File: src/rtl/core/pjsc_pkg.sv
`timescale 1ns / 1ps
`default_nettype none
// ----------------------------------------------------------------------------
// JPEG scan cropper package
// Shared widths, marker byte values, reason codes and stage structs.
// ----------------------------------------------------------------------------
package pjsc_pkg;

    localparam int LENGTH_BITS = 24;
    localparam int BYTE_BITS   = 8;

    localparam logic [LENGTH_BITS-1:0] POS_MAX = {LENGTH_BITS{1'b1}};

    localparam logic [BYTE_BITS-1:0] LEAD_BYTE = 8'hFF;
    localparam logic [BYTE_BITS-1:0] END_BYTE  = 8'hD9;
    localparam logic [BYTE_BITS-1:0] SCAN_BYTE = 8'hDA;

    typedef enum logic [1:0] {
        REASON_FITS     = 2'd0,
        REASON_END_MARK = 2'd1,
        REASON_NO_SCAN  = 2'd2,
        REASON_CUT_SCAN = 2'd3
    } reason_t;

    typedef struct packed {
        logic [BYTE_BITS-1:0] data_byte;
        logic                 last;
    } beat_t;

    typedef struct packed {
        logic [LENGTH_BITS-1:0] crop_length;
        reason_t                reason;
        logic                   patch_eoi;
    } result_t;

endpackage
`default_nettype wire

File: src/rtl/core/progressive_jpeg_scan_cropper.sv
`timescale 1ns / 1ps
`default_nettype none
// ----------------------------------------------------------------------------
// Progressive JPEG scan cropper
// Finds where to cut a JPEG frame so that it fits a byte limit.
// ----------------------------------------------------------------------------
// The frame enters one byte per beat on the s_ channel, with s_tlast on its
// final byte. The limit is written through cfg_wr_en and cfg_wr_data; the
// user must write it only while the block is idle, which the block does not
// enforce. Reset sets it to the largest value. For each frame one beat leaves
// on the m_ channel from the result register, which the scanner loads as it
// takes the last byte from the input register: the crop length in m_tdata, and
// the reason code and the end-marker patch flag in m_tuser. Each byte passes
// an input register and is scanned against the frame state. Throughput is one
// byte per cycle; only the result register limits it: a last byte waits in the
// input register while the receiver stalls the previous result; s_tready drops.
// Synchronous reset clears the frame state and drops both valid flags.
// ----------------------------------------------------------------------------
module progressive_jpeg_scan_cropper (
    input  wire logic        aclk,
    input  wire logic        aresetn,
    input  wire logic        cfg_wr_en,
    input  wire logic [23:0] cfg_wr_data,
    input  wire logic        s_tvalid,
    output logic             s_tready,
    input  wire logic [7:0]  s_tdata,   // [7:0] data_byte
    input  wire logic        s_tlast,
    output logic             m_tvalid,
    input  wire logic        m_tready,
    output logic [23:0]      m_tdata,   // [23:0] crop_length
    output logic [2:0]       m_tuser    // [1:0] reason, [2] patch_eoi
);

    pjsc_pkg::beat_t   s_beat;
    pjsc_pkg::beat_t   beat;
    logic              beat_valid;
    logic              advance;
    pjsc_pkg::result_t res;

    assign s_beat.data_byte = s_tdata;
    assign s_beat.last      = s_tlast;

    pjsc_in_stage u_in_stage (
        .aclk       (aclk),
        .aresetn    (aresetn),
        .s_tvalid   (s_tvalid),
        .s_tready   (s_tready),
        .s_beat     (s_beat),
        .advance    (advance),
        .beat_valid (beat_valid),
        .beat       (beat)
    );

    pjsc_scanner u_scanner (
        .aclk        (aclk),
        .aresetn     (aresetn),
        .cfg_wr_en   (cfg_wr_en),
        .cfg_wr_data (cfg_wr_data),
        .beat_valid  (beat_valid),
        .beat        (beat),
        .advance     (advance),
        .res_ready   (m_tready),
        .res_valid   (m_tvalid),
        .res         (res)
    );

    assign m_tdata = res.crop_length;
    assign m_tuser = {res.patch_eoi, res.reason};

    a_reset_clears_output: assert property (@(posedge aclk)
        $past(!aresetn) |-> !m_tvalid)
        else $error("result valid right after reset");

    a_patch_only_on_scan_cut: assert property (@(posedge aclk) disable iff (!aresetn)
        m_tvalid |-> (m_tuser[2] == (m_tuser[1:0] == pjsc_pkg::REASON_CUT_SCAN)))
        else $error("patch flag does not match reason");

    a_length_nonzero: assert property (@(posedge aclk) disable iff (!aresetn)
        m_tvalid |-> (m_tdata != '0))
        else $error("zero crop length");

    a_scanner_takes_held_beat: assert property (@(posedge aclk) disable iff (!aresetn)
        (s_tvalid && s_tready) |=> beat_valid)
        else $error("accepted beat not held for the scanner");

endmodule
`default_nettype wire

File: src/rtl/core/pjsc_in_stage.sv
`timescale 1ns / 1ps
`default_nettype none
// ----------------------------------------------------------------------------
// JPEG scan cropper input stage
// Registers one incoming beat and holds it until the scanner takes it.
// ----------------------------------------------------------------------------
module pjsc_in_stage (
    input  wire logic           aclk,
    input  wire logic           aresetn,
    input  wire logic           s_tvalid,
    output logic                s_tready,
    input  wire pjsc_pkg::beat_t s_beat,
    input  wire logic           advance,
    output logic                beat_valid,
    output pjsc_pkg::beat_t     beat
);

    logic            valid_reg;
    logic            valid_next;
    pjsc_pkg::beat_t beat_reg;
    pjsc_pkg::beat_t beat_next;

    assign s_tready = !valid_reg || advance;

    always_comb begin
        valid_next = valid_reg;
        beat_next  = beat_reg;
        if (s_tready) begin
            valid_next = s_tvalid;
            if (s_tvalid) begin
                beat_next = s_beat;
            end
        end
    end

    always_ff @(posedge aclk) begin
        if (!aresetn) begin
            valid_reg <= 1'b0;
        end else begin
            valid_reg <= valid_next;
        end
    end

    always_ff @(posedge aclk) begin
        beat_reg <= beat_next;
    end

    assign beat_valid = valid_reg;
    assign beat       = beat_reg;

endmodule
`default_nettype wire

File: src/rtl/core/pjsc_scanner.sv
`timescale 1ns / 1ps
`default_nettype none
// ----------------------------------------------------------------------------
// JPEG scan cropper marker scanner
// Tracks markers and scan starts per frame and registers the crop decision.
// ----------------------------------------------------------------------------
module pjsc_scanner (
    input  wire logic                              aclk,
    input  wire logic                              aresetn,
    input  wire logic                              cfg_wr_en,
    input  wire logic [pjsc_pkg::LENGTH_BITS-1:0]  cfg_wr_data,
    input  wire logic                              beat_valid,
    input  wire pjsc_pkg::beat_t                   beat,
    output logic                                   advance,
    input  wire logic                              res_ready,
    output logic                                   res_valid,
    output pjsc_pkg::result_t                      res
);

    localparam int LB = pjsc_pkg::LENGTH_BITS;

    logic [LB-1:0]     limit_cfg_reg;
    logic [LB-1:0]     pos_reg, pos_next;
    logic              lead_reg, lead_next;
    logic [LB-1:0]     scan_start_reg, scan_start_next;
    logic [1:0]        scan_count_reg, scan_count_next;
    logic              decided_reg, decided_next;
    logic [LB-1:0]     decided_len_reg, decided_len_next;
    logic              decided_end_reg, decided_end_next;
    logic              res_valid_reg, res_valid_next;
    pjsc_pkg::result_t res_reg, res_next;

    logic [LB-1:0] limit;
    logic [LB-1:0] frame_len;
    logic          pair_seen;
    logic          in_window;
    logic          is_end;
    logic          is_scan;

    assign limit     = (limit_cfg_reg == '0) ? LB'(1) : limit_cfg_reg;
    assign frame_len = (pos_reg == pjsc_pkg::POS_MAX) ? pos_reg : pos_reg + LB'(1);
    assign pair_seen = lead_reg && (pos_reg != '0) && !decided_reg;
    assign in_window = pos_reg < limit;
    assign is_end    = beat.data_byte == pjsc_pkg::END_BYTE;
    assign is_scan   = beat.data_byte == pjsc_pkg::SCAN_BYTE;
    assign advance   = beat_valid && (!beat.last || !res_valid_reg || res_ready);

    always_comb begin
        pos_next         = pos_reg;
        lead_next        = lead_reg;
        scan_start_next  = scan_start_reg;
        scan_count_next  = scan_count_reg;
        decided_next     = decided_reg;
        decided_len_next = decided_len_reg;
        decided_end_next = decided_end_reg;
        res_valid_next   = res_valid_reg && !res_ready;
        res_next         = res_reg;

        if (advance) begin
            if (pair_seen) begin
                if (in_window) begin
                    if (is_end) begin
                        decided_next     = 1'b1;
                        decided_len_next = pos_reg;
                        decided_end_next = 1'b1;
                    end else if (is_scan) begin
                        scan_start_next = pos_reg - LB'(1);
                        if (scan_count_reg != 2'd2) begin
                            scan_count_next = scan_count_reg + 2'd1;
                        end
                    end
                end else if (scan_count_reg == 2'd1) begin
                    if (is_end) begin
                        decided_next     = 1'b1;
                        decided_len_next = pos_reg;
                        decided_end_next = 1'b1;
                    end else if (is_scan) begin
                        scan_start_next  = pos_reg - LB'(1);
                        decided_next     = 1'b1;
                        decided_len_next = pos_reg;
                        decided_end_next = 1'b0;
                    end
                end
            end
            lead_next = beat.data_byte == pjsc_pkg::LEAD_BYTE;

            if (beat.last) begin
                res_valid_next     = 1'b1;
                res_next.patch_eoi = 1'b0;
                if (limit >= frame_len) begin
                    res_next.crop_length = frame_len;
                    res_next.reason      = pjsc_pkg::REASON_FITS;
                end else if (decided_next) begin
                    res_next.crop_length = decided_len_next;
                    if (decided_end_next) begin
                        res_next.reason = pjsc_pkg::REASON_END_MARK;
                    end else begin
                        res_next.reason    = pjsc_pkg::REASON_CUT_SCAN;
                        res_next.patch_eoi = 1'b1;
                    end
                end else if (scan_count_next == 2'd0) begin
                    res_next.crop_length = frame_len;
                    res_next.reason      = pjsc_pkg::REASON_NO_SCAN;
                end else begin
                    res_next.crop_length = scan_start_next + LB'(1);
                    res_next.reason      = pjsc_pkg::REASON_CUT_SCAN;
                    res_next.patch_eoi   = 1'b1;
                end
                pos_next         = '0;
                lead_next        = 1'b0;
                scan_start_next  = '0;
                scan_count_next  = 2'd0;
                decided_next     = 1'b0;
                decided_len_next = '0;
                decided_end_next = 1'b0;
            end else begin
                pos_next = frame_len;
            end
        end
    end

    always_ff @(posedge aclk) begin
        if (!aresetn) begin
            limit_cfg_reg   <= pjsc_pkg::POS_MAX;
            pos_reg         <= '0;
            lead_reg        <= 1'b0;
            scan_start_reg  <= '0;
            scan_count_reg  <= 2'd0;
            decided_reg     <= 1'b0;
            decided_len_reg <= '0;
            decided_end_reg <= 1'b0;
            res_valid_reg   <= 1'b0;
        end else begin
            if (cfg_wr_en) begin
                limit_cfg_reg <= cfg_wr_data;
            end
            pos_reg         <= pos_next;
            lead_reg        <= lead_next;
            scan_start_reg  <= scan_start_next;
            scan_count_reg  <= scan_count_next;
            decided_reg     <= decided_next;
            decided_len_reg <= decided_len_next;
            decided_end_reg <= decided_end_next;
            res_valid_reg   <= res_valid_next;
        end
    end

    always_ff @(posedge aclk) begin
        res_reg <= res_next;
    end

    assign res_valid = res_valid_reg;
    assign res       = res_reg;

endmodule
`default_nettype wire

File: config.mk
export PLATFORM = sky130hd
export DESIGN_NAME = progressive_jpeg_scan_cropper
export DESIGN_NICKNAME = d
export VERILOG_FILES = /design/src/rtl/core/pjsc_pkg.sv /design/src/rtl/core/progressive_jpeg_scan_cropper.sv /design/src/rtl/core/pjsc_in_stage.sv /design/src/rtl/core/pjsc_scanner.sv
export SDC_FILE = /design/constraint.sdc
export NUM_CORES = 1
export LEC_CHECK = 0
export BUFFER_PORTS_ARGS = -buffer_cell sky130_fd_sc_hd__clkbuf_2
export CORE_MARGIN = 4
export CORE_UTILIZATION = 35
export CTS_BUF_LIST = sky130_fd_sc_hd__clkbuf_8
export DETAILED_ROUTE_END_ITERATION = 10
export PLACE_DENSITY = 0.61
export SYNTH_ARGS = -nofsm -noshare
export SYNTH_HDL_FRONTEND = slang
export SYNTH_SLANG_ARGS = --single-unit
File: constraint.sdc
create_clock -name aclk -period 7.47 [get_ports aclk]
set_clock_uncertainty 0.2 [all_clocks]
set_input_delay 1.494 -clock aclk [delete_from_list [all_inputs] [get_ports aclk]]
set_output_delay 1.494 -clock aclk [all_outputs]
set_load 0.02 [all_outputs]
-- Word-level counts from Yosys, hierarchy flattened
Cells that the tools add are included.
- $lt $le $gt $ge: 2
- eq/ne operators: 6
- muxes and demuxes: 49
- $add $sub $neg: 4
- reductions and logical operators: 17
- operators by type and width (kind ; count):
    2-to-1 mux 24 bit ; 17
    2-to-1 mux 26 bit ; 2
    adder 24 x 1 -> 24 bit (second input constant) ; 2
    2-to-1 mux 27 bit ; 1
    equality test 24 bit (second input constant) ; 1
    equality test 8 bit (second input constant) ; 3
    greater-or-equal comparator 24 bit ; 1
    logical NOT 24 bit ; 1
    less-than comparator 24 bit ; 1
    nonzero test 24 bit ; 1
    subtractor 24 x 1 -> 24 bit (second input constant) ; 1
    2-to-1 mux 1 bit ; 21
    2-to-1 mux 2 bit ; 8
    logical NOT 1 bit ; 5
    logical AND 1 bit ; 4
    AND reduction 2 bit ; 2
    logical OR 1 bit ; 3
    adder 2 x 1 -> 2 bit (second input constant) ; 1
    equality test 2 x 1 -> 1 bit (second input constant) ; 1
    logical NOT 2 bit ; 1
    inequality test 2 bit (second input constant) ; 1
- output and inout bits: 29
- bits in registers: 139
- input port bits: 38

-- Depth between registers and ports, before layout
Gate-level depths: netlist of run 1.
- word-level depth: 11
- depth in mapped cells: 22
- gate-level depth less buffers: 20

-- Hierarchy
Synthesis of run 1 repeated with hierarchy kept, for this count alone.
- cell total of the unflattened synthesis: 1059
- area, all modules: 9092.5 um2
- modules (own cells, without submodules) (module ; seq. area each (um2) ; times used ; cells each ; area an instance (um2)):
    pjsc_scanner ; 2852.7 ; 1 ; 1045 ; 8764.7
    pjsc_in_stage ; 290.3 ; 1 ; 14 ; 327.8

-- Least setup slack after synthesis of run 1
Ideal clock, no wire load.
- kind: register -> register
- from: register u_scanner.pos_reg[9]
- to: register u_scanner.res_reg, in the netlist u_scanner.res[13], data pin
- path buffers: 4
- required time: 6989 ps
- setup slack: 2365 ps
- library setup time: 281 ps
- cell stages (with the launch flop): 20
- arrival time: 4624 ps
- period minus slack after synthesis: 5105 ps
- cells stage by stage: dfxtp_1 -> buf_6 -> or4_4 -> or4_1 -> buf_2 -> o31ai_2 -> nor3_1 -> a21boi_4 -> buf_6 -> buf_1 -> a21oi_1 -> ha_1 -> nand2_1 -> nor3_1 -> nor3b_1 -> mux2i_4 -> o311a_1 -> or3_1 -> a31oi_1 -> o221ai_1
- word-level cells in the longest chain between the ends: 11
- ends and longest elaborated chain (what ; line ; text):
    start, declared ; pjsc_scanner.sv:23 ; logic [LB-1:0] pos_reg, pos_next;
    start signal, assigned ; pjsc_scanner.sv:137 ; pos_reg <= pos_next;
    subtractor 24 x 1 -> 24 bit ; pjsc_scanner.sv:67, pjsc_scanner.sv:78 ;
    2-to-1 mux 24 bit ; pjsc_scanner.sv:66, pjsc_scanner.sv:77 ;
    2-to-1 mux 24 bit ; pjsc_scanner.sv:62, pjsc_scanner.sv:73 ;
    2-to-1 mux 24 bit ; pjsc_scanner.sv:72 ; end else if (scan_count_reg == 2'd1) begin
    2-to-1 mux 24 bit ; pjsc_scanner.sv:61 ; if (in_window) begin
    2-to-1 mux 24 bit ; pjsc_scanner.sv:60 ; if (pair_seen) begin
    2-to-1 mux 24 bit ; pjsc_scanner.sv:59 ; if (advance) begin
    adder 24 x 1 -> 24 bit ; pjsc_scanner.sv:105 ; res_next.crop_length = scan_start_next + LB'(1);
    2-to-1 mux 26 bit ; pjsc_scanner.sv:101 ; end else if (scan_count_next == 2'd0) begin
    2-to-1 mux 27 bit ; pjsc_scanner.sv:93 ; end else if (decided_next) begin
    2-to-1 mux 26 bit * ; pjsc_scanner.sv:90 ; if (limit >= frame_len) begin
    end signal, assigned ; pjsc_scanner.sv:149 ; res_reg <= res_next;
    end, declared ; pjsc_scanner.sv:31 ; pjsc_pkg::result_t res_reg, res_next;
Mark *: on every way between the ends. The rest lies on a longest branch, timed or not. The select of a mux whose other input is x is not followed.
A chain may end at the register's enable or synchronous reset.

-- Final worst setup path of run 1
- from: register u_scanner.pos_reg[4]
- to: register u_scanner.res_reg, in the netlist u_scanner.res[5], data pin
- word-level cells in the longest chain between the ends: 9
- ends and longest elaborated chain (what ; line):
    parallel branches: the longest is 8 deep, another holds less-than comparator 24 bit ; n/a
    2-to-1 mux 26 bit * ; pjsc_scanner.sv:90
Mark *: on every way between the ends. The select of a mux whose other input is x is not followed.

==> flow_metrics.env, run 1 <==
export IMPL_outcome="completed"
export IMPL_ys_ff_latch=139
export IMPL_rows=59
export IMPL_nFillCells=2710
export IMPL_p_switching_mw=0.428
export IMPL_antenna_found_initial=2
export IMPL_first_iter_violations=926
export IMPL_yosys_most_used_dff="dfxtp_1"
export IMPL_vias=8571
export IMPL_hold_path_class="reg -> reg"
export IMPL_power_mw=1.59
export IMPL_crit_arrival_ns=6.47
export IMPL_io_buffers=66
export IMPL_period_share=0.865
export IMPL_num_antenna_cells=0
export IMPL_final_net_count=1206
export IMPL_syn_inst=1111
export IMPL_place_congestion=0.975
export IMPL_cts_tree="done"
export IMPL_drc_errors=0
export IMPL_ant_nets=0
export IMPL_final_cell_mix="nand2_1 (114), dfxtp_1 (103), clkbuf_2 (66)"
export IMPL_cts_hold_repair_buffers=0
export IMPL_syn_area_sq_um=9320
export IMPL_route_met2_wl_um=13600
export IMPL_grt_pass1_vias=7920
export IMPL_syn_nets=1202
export IMPL_p_seq_frac=0.503
export IMPL_top_layer="met5"
export IMPL_clockBufferDepth=2
export IMPL_clock_sinks=139
export IMPL_rr_worst_depth=19
export IMPL_critical_path_endpoint="u_scanner.res[5]"
export IMPL_rsz0062_at_grt="no"
export IMPL_fmax_ghz=0.155
export IMPL_worst_ir_drop_vdd_v=0.0000884
export IMPL_path_class="reg -> reg"
export IMPL_ys_top_cells_by_area="dfxtp_1 (22%), edfxtp_1 (12%), ha_1 (7.1%), nand2_1 (4.6%), xnor2_1 (3.8%)"
export IMPL_stdcell_count=1463
export IMPL_fp_dieArea_sq_um=29300
export IMPL_ys_async_sr_fraction=0
export IMPL_routed_via_density=5.86
export IMPL_drive_above_1_share=0.126
export IMPL_p_comb_frac=0.095
export IMPL_p_clk_frac=0.402
export IMPL_crit_path_start="u_scanner.pos_reg[4]"
export IMPL_max_slew_margin=0.279
export IMPL_final_max_slew_viol_count=0
export IMPL_layout_commonest_cell="nand2_1"
export IMPL_drt_first_pass_iters=5
export IMPL_rr_endpoint="u_scanner.res[5]"
export IMPL_p_int_mw=1.17
export IMPL_post_drt_wl_per_cell_um=20.7
export IMPL_cp_max_fo=16
export IMPL_routed_wirelength_um=30300
export IMPL_multi_input_area_sq_um=5620
export IMPL_ff2ff_setup_slack_ns=1.01
export IMPL_hpwl_um=22300
export IMPL_cts_root_buf="clkbuf_8"
export IMPL_drv_cap=0
export IMPL_wl_met1_um=13600
export IMPL_regArea_sq_um=3140
export IMPL_avgSynthCellArea_sq_um=8.39
export IMPL_synth_warnings=0
export IMPL_endpoint_kind="flop"
export IMPL_power_density_nw_per_um2=156
export IMPL_dp_cells=1431
export IMPL_met3_length_um=2350
export IMPL_swShare=0.269
export IMPL_ys_types=80
export IMPL_fin_setup_tns_ns=0
export IMPL_track_usage=0.206
export IMPL_core_sq_um=26100
export IMPL_report_final_setup_viol=0
export IMPL_min_period_ns=6.46
export IMPL_grt_ovfl_total=0
export IMPL_area_growth_pct=9.30
export IMPL_start_util=0.357
export IMPL_regToRegStartpoint="u_scanner.pos_reg[4]"
export IMPL_start_kind="flop"
export IMPL_cp_data_required_time_ns=7.48
export IMPL_synth_top_area_share=0.221
export IMPL_cts_repair_resized=0
export IMPL_synth_edff_count=36
export IMPL_die_height_um=171
export IMPL_die_width_um=171
export IMPL_h_tree_depth=4
export IMPL_yosysTopAreaCell="dfxtp_1"
export IMPL_grt_pass1_wl_um=46700
export IMPL_worst_slew_pin_slew_ns=1.08
export IMPL_numCtsBuffers=17
export IMPL_hold_violations=0
export IMPL_largest_reg_flops=27
export IMPL_grt_max_degree=104
export IMPL_cts_setup_buffers=0
export IMPL_clk_transition_reported_paths_ns=0.09
export IMPL_p_leak_nw=3.70
export IMPL_yosysSeqAreaShare=0.337
export IMPL_clock_latency_ns=0.47
export IMPL_pin_count=67
kinds of logic after synthesis:
group | after synthesis | synth area share
flops | 139 | 0.337
buf+inv | 141 | 0.0613
compound gates | 274 | 0.205
mux | 25 | 0.0297
xor+xnor | 69 | 0.0648
fa+ha+maj | 53 | 0.0711
simple gates | 410 | 0.231
cell usage after synthesis, drive strengths merged (6+ instances only):
library cell / n
a211oi: 11
nor3: 27
nor3b: 6
o221ai: 8
nor2: 56
nor2b: 52
nand3: 33
o211ai: 30
a21oi: 36
o21ai: 65
a22oi: 46
and3: 8
or3: 11
xor2: 29
inv: 45
a21boi: 8
and2: 32
clkbuf: 78
a31oi: 8
nand2: 114
edfxtp: 36
xnor2: 40
mux2i: 20
buf: 18
nand4: 20
o22ai: 12
nor4: 20
nand2b: 8
ha: 53
dfxtp: 103
critical path: stages, from the launching register on:
cell      delay (ns)
dfxtp_1         0.70
and4_1          0.38
nand4_1         0.25
nor3_1          0.93
nand2_1         0.22
or3_1           0.45
xor2_1          0.17
ha_1            0.35
nand4_1         0.18
or2_2           0.16
a21oi_1         0.06
nor4_1          0.42
o41ai_1         0.21
a211oi_2        0.25
buf_4           0.25
o31ai_2         0.17
buf_4           0.27
a21oi_1         0.16
a21oi_1         0.08
a221o_1         0.34
per-layer routing:
metal  global-route usage  vias to the layer above
met5                    0                        -
met4               0.0565                        4
li1                     -                     4028
met3               0.0455                       63
met1                0.291                     4112
met2                0.318                      364
power by group through the flow:
stage,clock (mW),sequential (mW),combinational [mW]
finish,0.641,0.802,0.152
global route,0.687,0.804,0.167
CTS,0.650,0.802,0.151
detailed placement,0,0.820,0.150
global placement,0,0.820,0.148
floorplan,0,0.816,0.103
final cells by class:
class,instances,area share
tap,335,0.0411
clock buffer,17,0.0230
multi-input combinational,831,0.552
inverter,45,0.0166
clock inverter,15,0.0158
timing repair buffer,81,0.0435
sequential,139,0.308
how the worst min path moves through the flow:
stage / startpoint / end / slack [ns] / depth (start not counted)
after floorplan: u_scanner.lead_reg / u_scanner.lead_reg / 0.27 / 2
after global placement: u_scanner.decided_len_reg[16] / u_scanner.decided_len_reg[16] / 0.31 / 2
after detailed placement: u_scanner.lead_reg / u_scanner.lead_reg / 0.32 / 2
after CTS: u_scanner.limit_cfg_reg[10] / u_scanner.limit_cfg_reg[10] / 0.33 / 2
after global routing: u_scanner.decided_len_reg[11] / u_scanner.decided_len_reg[11] / 0.36 / 2
final: u_scanner.limit_cfg_reg[10] / u_scanner.limit_cfg_reg[10] / 0.33 / 2
through the flow:
| stage | instance area (sq um) | hold WS [ns] | util | setup slack [ns] |
|---|---|---|---|---|
| after floorplan | 9320 | 0.269 | - | 2.36 |
| after global placement | 9800 | 0.315 | 0.375 | 1.29 |
| after detailed placement | 9800 | 0.319 | 0.375 | 1.24 |
| after CTS | 10200 | 0.332 | 0.390 | 1.16 |
| after global routing | 10200 | 0.357 | 0.390 | 0.554 |
| final | 10200 | 0.326 | 0.390 | 1.01 |
Power figures use the tool's default switching activity.
==> run 2: changes to the inputs <==
--- a/config.mk
+++ b/config.mk
@@ -7,10 +7,11 @@
 export LEC_CHECK = 0
 export BUFFER_PORTS_ARGS = -buffer_cell sky130_fd_sc_hd__clkbuf_2
 export CORE_MARGIN = 4
-export CORE_UTILIZATION = 35
+export CORE_UTILIZATION = 30
 export CTS_BUF_LIST = sky130_fd_sc_hd__clkbuf_8
 export DETAILED_ROUTE_END_ITERATION = 10
-export PLACE_DENSITY = 0.61
+export MAX_ROUTING_LAYER = met4
+export PLACE_DENSITY = 0.55
 export SYNTH_ARGS = -nofsm -noshare
 export SYNTH_HDL_FRONTEND = slang
 export SYNTH_SLANG_ARGS = --single-unit
==> run 2 against run 1 <==
Core utilization is 5.3 points lower. Sequential share of layout area is 0.39 points lower. Hold slack better by 0.013 ns. Wire length is 4.2% higher. Clock-buffer cell count is 5 higher. Cell count is 4.4% higher. Via count is 0.29% lower. Non-clock buffer count is 3 higher. Flip-flop and latch count stayed put. Die area is 16% higher. Highest routed layer is now met4.
==> flow_metrics.env, run 2 (synthesized netlist as in run 1, its figures left out) <==
export IMPL_outcome="completed"
export IMPL_stdcell_area_sq_um=10300
export IMPL_p_leak_nw=3.75
export IMPL_track_usage=0.189
export IMPL_layout_commonest_cell="nand2_1"
export IMPL_cts_hold_repair_buffers=0
export IMPL_place_congestion=0.948
export IMPL_cp_data_required_time_ns=7.41
export IMPL_critPathMaxStageDelay_ns=0.75
export IMPL_place_worst_setup_slack_ns=0.808
export IMPL_die_width_um=184
export IMPL_cts_repair_resized=0
export IMPL_grt_ovfl_total=0
export IMPL_power_density_nw_per_um2=159
export IMPL_fin_setup_tns_ns=0
export IMPL_grt_max_degree=104
export IMPL_min_period_ns=6.77
export IMPL_drive_above_1_share=0.126
export IMPL_nFillCells=3245
export IMPL_drt_first_pass_iters=5
export IMPL_max_slew_margin=0.180
export IMPL_hold_violations=0
export IMPL_clockBufferDepth=2
export IMPL_ant_nets=0
export IMPL_io_buffers=66
export IMPL_fp_dieArea_sq_um=34000
export IMPL_routed_wirelength_um=31600
export IMPL_area_growth_pct=10.7
export IMPL_grt_pass1_wl_um=48600
export IMPL_hold_path_class="reg -> reg"
export IMPL_start_util=0.305
export IMPL_cp_max_fo=24
export IMPL_vias=8546
export IMPL_core_sq_um=30600
export IMPL_critPathSlowestCell="dfxtp_1"
export IMPL_rr_worst_depth=17
export IMPL_rows=64
export IMPL_cts_tree="done"
export IMPL_clock_sinks=139
export IMPL_endpoint_kind="flop"
export IMPL_period_share=0.906
export IMPL_final_max_slew_viol_count=0
export IMPL_ff2ff_setup_slack_ns=0.70
export IMPL_largest_reg_flops=27
export IMPL_regToRegStartpoint="u_scanner.pos_reg[3]"
export IMPL_clock_latency_ns=0.46
export IMPL_clk_transition_reported_paths_ns=0.09
export IMPL_h_tree_depth=4
export IMPL_die_height_um=184
export IMPL_grt_pass1_vias=8028
export IMPL_worst_ir_drop_vdd_v=0.0000879
export IMPL_whs_path_depth=2
export IMPL_min_to="u_scanner.limit_cfg_reg[19]"
export IMPL_holdWs_ns=0.339
export IMPL_path_class="reg -> reg"
export IMPL_cts_root_buf="clkbuf_8"
export IMPL_report_final_setup_viol=0
export IMPL_final_util=0.337
export IMPL_hpwl_um=23000
export IMPL_first_iter_violations=879
export IMPL_crit_arrival_ns=6.70
export IMPL_numCtsBuffers=17
export IMPL_rsz0062_at_grt="no"
export IMPL_rr_endpoint="u_scanner.res[13]"
export IMPL_critical_path_buf_inv_count=0
export IMPL_pin_count=67
export IMPL_drv_cap=0
export IMPL_critPathMostFrequentCell="nand2_1"
export IMPL_critPathTopFamily="compound AO/OA/AOI/OAI gates"
export IMPL_worstHoldStart="u_scanner.limit_cfg_reg[19]"
export IMPL_final_net_count=1209
export IMPL_fmax_ghz=0.148
export IMPL_worst_slew_pin_slew_ns=1.22
export IMPL_setup_slack_ns=0.704
export IMPL_antenna_found_initial=0
export IMPL_start_kind="flop"
export IMPL_routed_via_density=5.59
export IMPL_placed_area_sq_um=9890
export IMPL_drc_errors=0
export IMPL_worstPathCellList="ha_1, a2111oi_0, nand3_1, o211ai_1, o211ai_1, a21boi_4, nand2_1, nand2_1, ha_1, nand2_1, nor3_1, nor3b_1, mux2i_4, o311a_1, or3_1, a31oi_1, o221ai_1"
export IMPL_cts_setup_buffers=0
export IMPL_post_drt_wl_per_cell_um=20.7
export IMPL_final_cell_mix="nand2_1 (114), dfxtp_1 (103), clkbuf_2 (66)"
## run 2: how the worst max path moves through the flow
stage	from	endpoint	slack (ns)	cells past startpoint
floorplan	u_scanner.pos_reg[9]	u_scanner.res[13]	2.36	19
finish	u_scanner.pos_reg[3]	u_scanner.res[13]	0.70	17
detailed placement	u_scanner.pos_reg[3]	u_scanner.res[13]	0.81	17
global route	u_scanner.pos_reg[3]	u_scanner.res[21]	0.24	18
CTS	u_scanner.pos_reg[3]	u_scanner.res[13]	0.80	17
global placement	u_scanner.pos_reg[3]	u_scanner.res[13]	0.73	17
## run 2: area by class of cell
| cell class | count | area (sq um) | area share |
|---|---|---|---|
| multi-input combinational | 831 | 5620 | 0.544 |
| sequential | 139 | 3140 | 0.305 |
| tap | 396 | 495 | 0.0480 |
| timing repair buffer | 84 | 465 | 0.0451 |
| clock buffer | 22 | 303 | 0.0293 |
| inverter | 45 | 169 | 0.0164 |
| clock inverter | 10 | 123 | 0.0119 |
| antenna | 1 | 2.50 | 0.000242 |
## run 2: worst reg2reg max path, stage by stage, from the launching register on
cell,delay [ns]
dfxtp_1,0.75
ha_1,0.36
a2111oi_0,0.51
nand3_1,0.20
o211ai_1,0.38
o211ai_1,0.37
a21boi_4,0.75
nand2_1,0.11
nand2_1,0.22
ha_1,0.24
nand2_1,0.11
nor3_1,0.25
nor3b_1,0.62
mux2i_4,0.25
o311a_1,0.35
or3_1,0.34
a31oi_1,0.21
o221ai_1,0.22
## run 2: where the power goes
group          switching (mW)  leakage, nW  internal [mW]
Combinational          0.0961         2.34         0.0560
Sequential             0.0159         1.17          0.787
Clock                   0.315        0.235          0.371
## run 2: per-stage QoR
| stage | power, mW | cells |
|---|---|---|
| finish | 1.64 | 1528 |
| global route | 1.70 | 1527 |
| CTS | 1.65 | 1527 |
| detailed placement | 0.970 | 1495 |
| global placement | 0.970 | 1495 |
| floorplan | 0.919 | 1111 |
## run 2: layer usage
layer	vias to the layer above	GRT usage	routed length (um)
li1	4036	-	-
met1	4111	0.262	14300
met2	359	0.281	14100
met3	40	0.0373	2580
met4	0	0.0503	608
met5	-	-	0
==> run 3: changes to the inputs <==
--- a/config.mk
+++ b/config.mk
@@ -5,11 +5,13 @@
 export SDC_FILE = /design/constraint.sdc
 export NUM_CORES = 1
 export LEC_CHECK = 0
+export ABC_AREA = 1
 export BUFFER_PORTS_ARGS = -buffer_cell sky130_fd_sc_hd__clkbuf_2
 export CORE_MARGIN = 4
 export CORE_UTILIZATION = 30
 export CTS_BUF_LIST = sky130_fd_sc_hd__clkbuf_8
 export DETAILED_ROUTE_END_ITERATION = 10
+export GPL_TIMING_DRIVEN = 0
 export MAX_ROUTING_LAYER = met4
 export PLACE_DENSITY = 0.55
 export SYNTH_ARGS = -nofsm -noshare
==> run 3 against run 2 <==
Cell count up 44%. First-iteration DRC count up 34%. Hold slack worse by 0.067 ns. Power is essentially flat. Setup slack improved by 1.2 ns. Sequential power fell by 0.5%. Combinational power barely moved. Register-to-register slack improved by 1.2 ns. Critical path type unchanged. Largest cell class unchanged. Highest routed layer unchanged.
==> flow_metrics.env, run 3 <==
export IMPL_drc_errors=0
export IMPL_cts_setup_buffers=0
export IMPL_drt_first_pass_iters=8
export IMPL_ant_nets=0
export IMPL_first_iter_violations=1182
export IMPL_yosysMostFrequentCell="nand2_1"
export IMPL_grt_pass1_wl_um=61900
export IMPL_h_tree_depth=4
export IMPL_final_net_count=1829
export IMPL_routed_wirelength_um=41100
export IMPL_pin_count=67
export IMPL_critPathTopFamily="simple AND/OR/NAND/NOR gates"
export IMPL_ff2ff_setup_slack_ns=1.86
export IMPL_fmax_ghz=0.178
export IMPL_yosys_most_used_dff="dfxtp_1"
export IMPL_critPathMaxStageDelay_ns=0.52
export IMPL_synth_commonest_cells="nand2_1 (462), inv_1 (172), a21oi_1 (148)"
export IMPL_max_slew_margin=0.153
export IMPL_synth_edff_count=36
export IMPL_ys_types=54
export IMPL_critical_path_buf_inv_count=5
export IMPL_place_congestion=1.03
export IMPL_rows=68
export IMPL_ys_async_sr_fraction=0
export IMPL_area_growth_pct=12.3
export IMPL_multi_input_area_sq_um=6360
export IMPL_io_buffers=65
export IMPL_ys_ff_latch=139
export IMPL_core_sq_um=34900
export IMPL_report_final_setup_viol=0
export IMPL_vias=11300
export IMPL_rr_worst_depth=24
export IMPL_cts_root_buf="clkbuf_8"
export IMPL_cts_hold_repair_buffers=0
export IMPL_whs_path_depth=2
export IMPL_grt_pass1_vias=10300
export IMPL_syn_nets=1745
export IMPL_final_max_slew_viol_count=0
export IMPL_track_usage=0.214
export IMPL_regToRegStartpoint="u_scanner.pos_reg[20]"
export IMPL_final_cell_mix="nand2_1 (462), inv_1 (174), a21oi_1 (148)"
export IMPL_clock_sinks=139
export IMPL_avgSynthCellArea_sq_um=6.47
export IMPL_grt_max_degree=29
export IMPL_yosysTopAreaCell="dfxtp_1"
export IMPL_ys_top_cells_by_area="dfxtp_1 (19%), nand2_1 (16%), edfxtp_1 (10%), a21oi_1 (6.9%), ha_1 (6.2%)"
export IMPL_hold_path_class="reg -> reg"
export IMPL_num_antenna_cells=0
export IMPL_yosysSeqAreaShare=0.294
export IMPL_power_mw=1.64
export IMPL_clockBufferDepth=2
export IMPL_min_to="u_scanner.scan_start_reg[23]"
export IMPL_syn_inst=1654
export IMPL_clk_transition_reported_paths_ns=0.09
export IMPL_routed_via_density=5.13
export IMPL_drv_cap=0
export IMPL_worst_ir_drop_vdd_v=0.0000939
export IMPL_setup_slack_ns=1.86
export IMPL_cp_max_fo=10
export IMPL_synth_top_area_share=0.193
export IMPL_antenna_found_initial=0
export IMPL_cts_tree="done"
export IMPL_path_class="reg -> reg"
export IMPL_synth_warnings=0
export IMPL_numCtsBuffers=17
export IMPL_rr_endpoint="u_scanner.res[9]"
export IMPL_die_height_um=197
export IMPL_die_width_um=197
export IMPL_regArea_sq_um=3140
export IMPL_worstPathCellList="clkbuf_1, nand2_1, nor4_1, nand2_1, nand4_1, nor2_2, nand2_1, xor2_1, inv_1, ha_1, a21oi_1, nor2_1, a211oi_1, o21ai_0, nand3_1, nand3_1, nand2_1, nand2_1, a21oi_1, nand2_1, inv_1, clkbuf_1, buf_2, a22oi_1"
export IMPL_endpoint_kind="flop"
export IMPL_largest_reg_flops=27
export IMPL_syn_area_sq_um=10700
export IMPL_outcome="completed"
export IMPL_fp_dieArea_sq_um=38800
export IMPL_fin_setup_tns_ns=0
export IMPL_hold_violations=0
export IMPL_hpwl_um=32700
export IMPL_critPathSlowestCell="nor4_1"
export IMPL_placed_area_sq_um=11600
export IMPL_grt_ovfl_total=0
export IMPL_layout_commonest_cell="nand2_1"
export IMPL_power_density_nw_per_um2=137
export IMPL_p_leak_nw=4.98
export IMPL_rsz0062_at_grt="no"
export IMPL_post_drt_wl_per_cell_um=18.6
export IMPL_nFillCells=3833
export IMPL_drive_above_1_share=0.125
export IMPL_crit_arrival_ns=5.61
export IMPL_worstHoldStart="u_scanner.scan_start_reg[23]"
export IMPL_stdcell_area_sq_um=12000
export IMPL_place_worst_setup_slack_ns=1.94
export IMPL_period_share=0.751
export IMPL_cts_repair_resized=0
export IMPL_min_period_ns=5.61
export IMPL_cp_data_required_time_ns=7.47
export IMPL_start_util=0.307
export IMPL_worst_slew_pin_slew_ns=1.27
export IMPL_critPathMostFrequentCell="nand2_1"
export IMPL_clock_latency_ns=0.48
export IMPL_start_kind="flop"
export IMPL_holdWs_ns=0.271
[run 3: changes by cell type in the layout (fill, tap and decap cells not counted), sizes merged, moves of 52 or more]
cell    delta
nand3     +59
o21ai     +53
inv      +140
nor2b     -52
a21oi    +114
nor2     +107
clkbuf    +72
nand2    +374
[run 3: stage by stage]
step / utilization / instances
finish: 0.344 / 2206
global route: 0.344 / 2206
CTS: 0.344 / 2206
detailed placement: 0.332 / 2174
global placement: 0.332 / 2174
floorplan: - / 1654
[run 3: power by group]
part / leakage [nW] / internal, mW / total, mW / switching, mW
clock network: 0.209 / 0.358 / 0.690 / 0.332
registers: 1.18 / 0.788 / 0.798 / 0.00973
logic: 3.59 / 0.0467 / 0.153 / 0.106
[run 3: cell families after synthesis]
kind of cell / count (synthesis) / synth area share
buffers and inverters: 294 / 0.112
AND/OR/NAND/NOR: 799 / 0.329
XOR/XNOR: 33 / 0.0277
AO/OA/AOI/OAI: 335 / 0.175
adder cells (fa/ha/maj): 53 / 0.0620
flip-flops: 139 / 0.294
multiplexers: 1 / 0.000935
[run 3: cell type report]
type                       count  share of cell area
buffer                       106              0.0405
clock buffer                  17              0.0195
clock inverter                15              0.0152
inverter                     188              0.0589
multi-input combinational   1221               0.530
sequential                   139               0.262
tap                          455              0.0474
timing repair buffer          65              0.0271
[run 3: tightest hold or removal path, delay by kind of cell, from the launching register on]
family	cells	cell delay, ns
DFF	1	0.32
and+or+nand+nor	1	0.06
AOI/OAI and AO/OA	1	0.05
[run 3: worst max path at each step]
stage,startpoint,to,cells after the start
floorplan,u_scanner.pos_reg[1],u_scanner.res[11],30
global placement,u_scanner.pos_reg[22],u_scanner.res[9],23
CTS,u_scanner.pos_reg[20],u_scanner.res[9],24
finish,u_scanner.pos_reg[20],u_scanner.res[9],24
global route,u_scanner.pos_reg[20],u_scanner.res[9],31
detailed placement,u_scanner.pos_reg[20],u_scanner.res[9],24
[run 3: routing by layer]
metal	track usage	up-vias	wire length [um]
met4	0.0619	0	1070
met2	0.320	458	17700
met5	-	-	0
li1	-	5547	-
met1	0.301	5256	19100
met3	0.0289	45	3260
